**src/sv/swm_pkg.sv**
```systemverilog
`timescale 1ns / 1ps
`default_nettype none

package swm_pkg;

    localparam int SAMPLE_W       = 32;
    localparam int LEN_W          = 7;
    localparam int WINDOW_MAX_DEF = 64;
    localparam logic [LEN_W-1:0] LEN_RESET = 7'd3;

    // per-cell flags handed to the neighbors
    typedef struct packed {
        logic valid;     // cell holds a sample
        logic gt;        // cell is empty or its sample is above the incoming one
        logic del_seen;  // the expiring sample sits in this cell or below it
    } cell_flags_t;

endpackage

`default_nettype wire

```
**src/sv/swm_cell.sv**
```systemverilog
`timescale 1ns / 1ps
`default_nettype none

module swm_cell #(
    parameter int AGE_W = 6
) (
    input  wire logic                         clk,
    input  wire logic                         rst_n,
    input  wire logic                         load,
    input  wire logic                         clear,
    input  wire logic [swm_pkg::SAMPLE_W-1:0] sample,
    input  wire logic [AGE_W-1:0]             k_m1,
    input  wire swm_pkg::cell_flags_t         left_flags,
    input  wire logic [swm_pkg::SAMPLE_W-1:0] left_value,
    input  wire logic [AGE_W-1:0]             left_age,
    input  wire swm_pkg::cell_flags_t         right_flags,
    input  wire logic [swm_pkg::SAMPLE_W-1:0] right_value,
    input  wire logic [AGE_W-1:0]             right_age,
    output swm_pkg::cell_flags_t              flags,
    output logic [swm_pkg::SAMPLE_W-1:0]      value,
    output logic [AGE_W-1:0]                  age
);
    import swm_pkg::*;

    logic                valid_reg;
    logic                valid_next;
    logic [SAMPLE_W-1:0] value_reg;
    logic [SAMPLE_W-1:0] value_next;
    logic [AGE_W-1:0]    age_reg;
    logic [AGE_W-1:0]    age_next;
    logic                del_self;
    logic                gt_self;

    assign del_self = valid_reg && (age_reg == k_m1);
    assign gt_self  = !valid_reg || (value_reg > sample);

    assign flags.valid    = valid_reg;
    assign flags.gt       = gt_self;
    assign flags.del_seen = left_flags.del_seen || del_self;
    assign value          = value_reg;
    assign age            = age_reg;

    always_comb
    begin
        valid_next = valid_reg;
        value_next = value_reg;
        age_next   = AGE_W'(age_reg + 1'b1);
        if (del_self)
        begin
            // expiring cell: filled from the left, by the new sample, or from the right
            if (left_flags.gt)
            begin
                valid_next = left_flags.valid;
                value_next = left_value;
                age_next   = AGE_W'(left_age + 1'b1);
            end
            else if (right_flags.gt)
            begin
                valid_next = 1'b1;
                value_next = sample;
                age_next   = '0;
            end
            else
            begin
                valid_next = right_flags.valid;
                value_next = right_value;
                age_next   = AGE_W'(right_age + 1'b1);
            end
        end
        else if (left_flags.del_seen)
        begin
            // above the hole: smaller samples slide down
            if (!gt_self)
            begin
                if (right_flags.gt)
                begin
                    valid_next = 1'b1;
                    value_next = sample;
                    age_next   = '0;
                end
                else
                begin
                    valid_next = right_flags.valid;
                    value_next = right_value;
                    age_next   = AGE_W'(right_age + 1'b1);
                end
            end
        end
        else if (gt_self)
        begin
            // below the hole or no hole: larger samples slide up
            if (left_flags.gt)
            begin
                valid_next = left_flags.valid;
                value_next = left_value;
                age_next   = AGE_W'(left_age + 1'b1);
            end
            else
            begin
                valid_next = 1'b1;
                value_next = sample;
                age_next   = '0;
            end
        end
    end

    always_ff @(posedge clk or negedge rst_n)
    begin
        if (!rst_n)
        begin
            valid_reg <= 1'b0;
        end
        else if (clear)
        begin
            valid_reg <= 1'b0;
        end
        else if (load)
        begin
            valid_reg <= valid_next;
        end
    end

    always_ff @(posedge clk)
    begin
        if (load)
        begin
            value_reg <= value_next;
            age_reg   <= age_next;
        end
    end

endmodule

`default_nettype wire

```
**config.mk**
```make
export PLATFORM = sky130hd
export DESIGN_NAME = swm_cell
export DESIGN_NICKNAME = d
export VERILOG_FILES = /design/src/sv/swm_pkg.sv /design/src/sv/swm_cell.sv
export SDC_FILE = /design/constraint.sdc
export NUM_CORES = 1
export LEC_CHECK = 0
export ABC_CLOCK_PERIOD_IN_PS = 3850
export BUFFER_PORTS_ARGS = -buffer_cell sky130_fd_sc_hd__clkbuf_2
export CAP_MARGIN = 20
export CORE_MARGIN = 2
export CORE_UTILIZATION = 35
export DETAILED_ROUTE_END_ITERATION = 7
export SLEW_MARGIN = 0
export SYNTH_ARGS = -nofsm -noshare
export SYNTH_HDL_FRONTEND = slang
export SYNTH_SLANG_ARGS = --single-unit
```
**constraint.sdc**
```tcl
create_clock -name clk -period 3.85 [get_ports clk]
set_input_delay 0.77 -clock clk [delete_from_list [all_inputs] [get_ports clk]]
set_output_delay 0.77 -clock clk [all_outputs]
set_load 0.05 [all_outputs]
```
==> results of run 1 <==
final cells by class:
type	instances	area [µm²]	area share, %
multi-input cells	289	1940	43.8
flip-flops and latches	39	1170	26.3
repair buffers	172	903	20.3
well taps	129	161	3.63
inverters	41	154	3.46
clock buffers	5	68.8	1.55
clock inverters	3	43.8	0.986
final timing paths:
path	to	slack (ps)	cells past startpoint
worst max-delay path	flags[1]	380	10
worst min-delay path	valid_reg$_DFFE_PN0P_	240	1
worst max register to register	value[4]$_DFFE_PP_	890	8
worst min register to register	valid_reg$_DFFE_PN0P_	760	3
max in group asynchronous	valid_reg$_DFFE_PN0P_	3520	1
min in group clk	valid_reg$_DFFE_PN0P_	760	3
metal layers:
layer  part of all wire [%]  GRT usage, %  wire length, µm
met2                     48          32.8             4760
met5                      0             0                0
met3                    7.4          3.66              745
met4                   0.31          3.12               31
met1                     45          25.4             4470
report_power, final:
part           total, mW  leakage, nW  internal [mW]  switching [mW]
logic              0.414         1.73          0.157           0.257
registers          0.519        0.367          0.500          0.0195
clock network      0.354       0.0581          0.193           0.161
layout by cell type, fill, tap and decap left out, types with 2 or more instances in the layout:
cell type	count
o31ai_1	3
o21ai_0	7
a211o_1	3
o21ai_2	2
o21ai_1	3
nor3_1	8
xnor2_1	6
xor2_1	12
o211ai_1	5
nand2b_1	3
clkbuf_8	5
buf_4	7
nand3_1	13
nand4_1	7
clkbuf_2	163
a21oi_1	14
o221ai_1	3
o22ai_1	31
nand3b_1	2
mux2i_1	9
and3_1	2
nand2_1	19
nor2_1	78
inv_1	40
edfxtp_1	38
ha_1	35
cells by family (layout without fill, tap and decap cells):
group | after synthesis | count (layout) | synth area share, %
buf+inv | 55 | 221 | 6.99
simple gates | 142 | 142 | 20.1
flops | 39 | 39 | 35.0
fa+ha+maj | 35 | 35 | 13.1
xor+xnor | 18 | 18 | 4.73
compound gates | 85 | 85 | 17.3
mux | 9 | 9 | 2.70
critical path, cell delays in order:
cell,delay (ps)
clkbuf_2,90
inv_1,40
ha_1,300
nand4_1,230
nor4_4,420
nand3_1,200
o311a_1,220
nor2_8,140
inv_1,50
clkbuf_2,230
==> run_results.csv, run 1 <==
group,metric,value,unit
sta,worst_pin_slew,672,ps
cells_and_area,drive_above_1_share,35.2,%
cells_and_area,final.fill_count,939,
synthesis,synth_largest_area_cell,"edfxtp_1",
die,rows,35,
synthesis,yosysSeqAreaShare,35.0,%
detailed_routing,via_count,3425,
sta,relSlewSlack,55.2,%
detailed_routing,wirelength,10000,µm
detailed_routing,drcViolationCount,0,
cells_and_area,largest_reg_flops,32,
die,core_area,0.00924,mm²
synthesis,ys.flop_type,"edfxtp_1",
cells_and_area,fin_cells,678,
synthesis,synth_most_common_cell,"nor2_1",
synthesis,netlist.area_leader.share,34.3,%
cells_and_area,fin_area,0.00444,mm²
synthesis,async_flop_share,2.56,%
worst_setup_path,path_max_fanout,4,
die,num_io_pins,165,
place,place_congestion,0.809,
cts,clock_latency,290,ps
synthesis,synthTopCellsByArea,"edfxtp_1 (34%), ha_1 (13%), nor2_1 (8.8%)",
sta,rsz0062_at_grt,"no",
cts,post_cts_resized,0,
place,place_ws,370,ps
synthesis,ys_types,53,
place,hpwl,8020,µm
cts,clock_path_buffers,2,
pwr,p_per_area,290,mW/mm²
synthesis,synthesis.area,0.00333,mm²
synthesis,synth_cells,383,
global_routing,grt_pass1_vias,3331,
sta,fmax,289,MHz
worst_setup_path,crit_arrival,2700,ps
sta,setup_violations,0,
cells_and_area,area_growth,33.4,%
worst_setup_path,startpoint_type,"input pin",
sta,hold_viol,0,
run,drv_cap,0,
global_routing,grt_max_degree,33,
outcome,status,"finished, final reports clean",
worst_setup_path,crit_path_end_kind,"output port",
sta,skew,9.93,ps
place,dp.cells,669,
pwr,ir_drop,0.202,mV
die,initial_utilization,36.0,%
pwr,p_leak,2.16,nW
synthesis,synth_edf_count,38,
cts,cts_root_buf,"clkbuf_8",
sta,fin_crit_sh,90.0,%
cts,cts.sinks,39,
worst_setup_path,startpoint,"sample[27]",
synthesis,ys_top_cells_by_count,"nor2_1 (78), inv_1 (40), edfxtp_1 (38)",
detailed_routing,drt_iter0_drc,87,
synthesis,synthesis.nets,542,
sta,fin_crit,3470,ps
sta,slew_violations,0,
hold_path,hp-class,"in -> async",
cts,post-cts-setup-buffers,0,
sta,tns,0,ps
detailed_routing,routedWlPerCell,14.8,µm
sta,holdWs,238,ps
worst_setup_path,cp.required,3080,ps
place,post_dp_cell_area,0.00431,mm²
detailed_routing,viasPerCell,5.05,
worst_setup_path,r2r-start,"value[26]$_DFFE_PP_",
detailed_routing,firstDrtPassIters,4,
die,die_h,102,µm
synthesis,yosys_warnings,0,
cts,hold_buffers,0,
synthesis,syn_area_per_cell,8.70,µm²
sta,finalWorstSetupSlack,384,ps
global_routing,overflow,0,
cells_and_area,diodes,0,
cells_and_area,nNetsFinal,707,
die,die_x,102,µm
cts,htreeDepth,2,
global_routing,grt_pass1_wl,15600,µm
worst_setup_path,worst-setup-path-type,"in -> out",
cts,cts_tree,"built",
die,die-area,0.0103,mm²
place,port-buffer-count,163,
cts,cts_made_buffers,5,
pwr,p_total,1.29,mW
cells_and_area,postLayoutCoreUtil,48.1,%
synthesis,ys_ff_latch,39,
cts,cts.clk_slew.worst_paths,90,ps
global_routing,antenna_found_initial,0,
detailed_routing,ant_nets,0,
global_routing,grt_usage,19.1,%
(Power assumes the default switching activity.)
==> run 2, diff against run 1 <==
--- a/config.mk
+++ b/config.mk
@@ -10,6 +10,7 @@
 export CAP_MARGIN = 20
 export CORE_MARGIN = 2
 export CORE_UTILIZATION = 35
+export CTS_CLUSTER_DIAMETER = 80
 export DETAILED_ROUTE_END_ITERATION = 7
 export SLEW_MARGIN = 0
 export SYNTH_ARGS = -nofsm -noshare
==> constraint.sdc (replaced) <==
create_clock -name clk -period 3.85 [get_ports clk]
set_input_delay 0.77 -clock clk [delete_from_list [all_inputs] [get_ports clk]]
set_output_delay 0.77 -clock clk [all_outputs]
set_load 0.01 [all_outputs]
==> run 2 against run 1 <==
Against the previous run: register-to-register slack about the same; largest power group unchanged; clock skew fell by 1.6 ps; power down 5.1%; combinational power is 17% lower; fmax is 0.52% higher; final cell count shrank 0.15%; design area fell by 0.34%; clock power up 1%; via count decreased by 2.4%; routed wire length is 2.8% lower; sequential share of layout area rose by 0.089 points; setup slack improved by 18 ps.
==> run_results.csv, run 2 (synthesized netlist as in run 1, its figures left out) <==
group,metric,value,unit
global_routing,overflow,0,
die,num_io_pins,165,
global_routing,grt_max_degree,33,
cells_and_area,drive_above_1_share,35.0,%
worst_setup_path,startpoint_type,"input pin",
worst_setup_path,r2r-start,"age[1]$_DFFE_PP_",
sta,setup_violations,0,
cts,clock_latency,300,ps
worst_setup_path,crit_buf_inv,4,
sta,hold_viol,0,
detailed_routing,via_count,3342,
die,rows,35,
global_routing,grt_pass1_wl,15600,µm
pwr,p_per_area,276,mW/mm²
place,place_ws,400,ps
worst_setup_path,cp.required,3080,ps
global_routing,antenna_found_initial,0,
pwr,p_leak,2.15,nW
worst_setup_path,worst-setup-path-type,"in -> out",
cells_and_area,final_cell_mix,"clkbuf_2 (163), nor2_1 (78), inv_1 (40), edfxtp_1 (38), ha_1 (35)",
cts,post-cts-setup-buffers,0,
cts,cts_made_buffers,5,
cells_and_area,area_growth,32.9,%
cts,cts_root_buf,"clkbuf_8",
cells_and_area,largest_reg_flops,32,
cells_and_area,nNetsFinal,706,
sta,rsz0062_at_grt,"no",
sta,slew_violations,0,
detailed_routing,drcViolationCount,0,
sta,skew,8.38,ps
die,die_h,102,µm
detailed_routing,ant_nets,0,
worst_setup_path,cp_slowest_cell,"nor4_4",
sta,holdWs,238,ps
sta,fin_crit,3450,ps
sta,relSlewSlack,31.4,%
cts,cts.sinks,39,
worst_setup_path,startpoint,"sample[27]",
cts,cts.clk_slew.worst_paths,90,ps
sta,fmax,290,MHz
cells_and_area,diodes,0,
detailed_routing,viasPerCell,4.94,
detailed_routing,routedWlPerCell,14.4,µm
hold_path,hp-class,"in -> async",
cts,cts_tree,"built",
sta,tns,0,ps
detailed_routing,drt_iter0_drc,99,
run,drv_cap,0,
sta,finalWorstSetupSlack,402,ps
die,initial_utilization,36.0,%
cells_and_area,final_common_cell,"clkbuf_2",
worst_setup_path,crit_path_end_kind,"output port",
die,die-area,0.0103,mm²
die,die_x,102,µm
detailed_routing,wirelength,9730,µm
global_routing,grt_usage,19.0,%
cts,post_cts_resized,0,
place,port-buffer-count,163,
place,place_congestion,0.846,
die,core_area,0.00924,mm²
detailed_routing,firstDrtPassIters,4,
pwr,ir_drop,0.154,mV
outcome,status,"finished, final reports clean",
worst_setup_path,slowest_delay,440,ps
place,hpwl,7900,µm
sta,worst_pin_slew,1030,ps
global_routing,grt_pass1_vias,3277,
worst_setup_path,worstPathCellList,"clkbuf_2 -> inv_1 -> ha_1 -> nand4_1 -> nor4_4 -> nand3_1 -> o311a_1 -> nor2_8 -> inv_1 -> clkbuf_2",
worst_setup_path,crit_arrival,2680,ps
cts,hold_buffers,0,
cts,htreeDepth,2,
sta,fin_crit_sh,89.6,%
cts,clock_path_buffers,2,
worst_setup_path,cp_top_family,"simple AND/OR/NAND/NOR gates",
pwr,p_total,1.22,mW
worst_setup_path,path_max_fanout,8,
-- run 2: changes by cell type in the layout (fill, tap and decap cells not counted), sizes merged --
cell	before	now
buf	9	8
-- run 2: stage by stage --
step                      std cells  util [%]  instance area, µm²
after floorplan                 383         -                3330
after global placement          669      46.7                4310
after detailed placement        669      46.7                4310
after CTS                       677      47.9                4430
after global routing            677      47.9                4430
final                           677      47.9                4430
-- run 2: worst reg2reg max path, delay by kind of cell, from the launching register on --
family,cells,cell delay [ps]
DFF,1,480
AOI/OAI and AO/OA,2,910
xor gates and xnor gates,1,200
buffers and inverters,1,320
and+or+nand+nor,4,940
-- run 2: path summary, 6_finish.rpt --
check / to / slack, ps / cells past startpoint
min reg2reg: valid_reg$_DFFE_PN0P_ / 750 / 3
min: valid_reg$_DFFE_PN0P_ / 240 / 1
max in group asynchronous: valid_reg$_DFFE_PN0P_ / 3520 / 1
min in group clk: valid_reg$_DFFE_PN0P_ / 750 / 3
max: flags[1] / 400 / 10
max reg2reg: value[31]$_DFFE_PP_ / 880 / 8
-- run 2: power by group --
| group | leakage, nW | internal (mW) | switching, mW |
|---|---|---|---|
| clock | 0.0581 | 0.193 | 0.166 |
| combinational | 1.72 | 0.156 | 0.187 |
| sequential | 0.367 | 0.500 | 0.0198 |
| total | 2.15 | 0.849 | 0.373 |
-- run 2: per-layer routing --
| layer | wire length, µm | global-route usage [%] |
|---|---|---|
| met5 | 0 | 0 |
| met4 | 39 | 3.43 |
| met3 | 625 | 3.45 |
| met2 | 4520 | 32.0 |
| met1 | 4540 | 25.9 |
-- run 2: final cells by class --
class	count	area (µm²)
clock inverter	3	43.8
clock buffer	5	68.8
multi-input combinational	289	1940
fill	949	4810
inverter	41	154
tap	129	161
sequential	39	1170
timing repair buffer	171	888
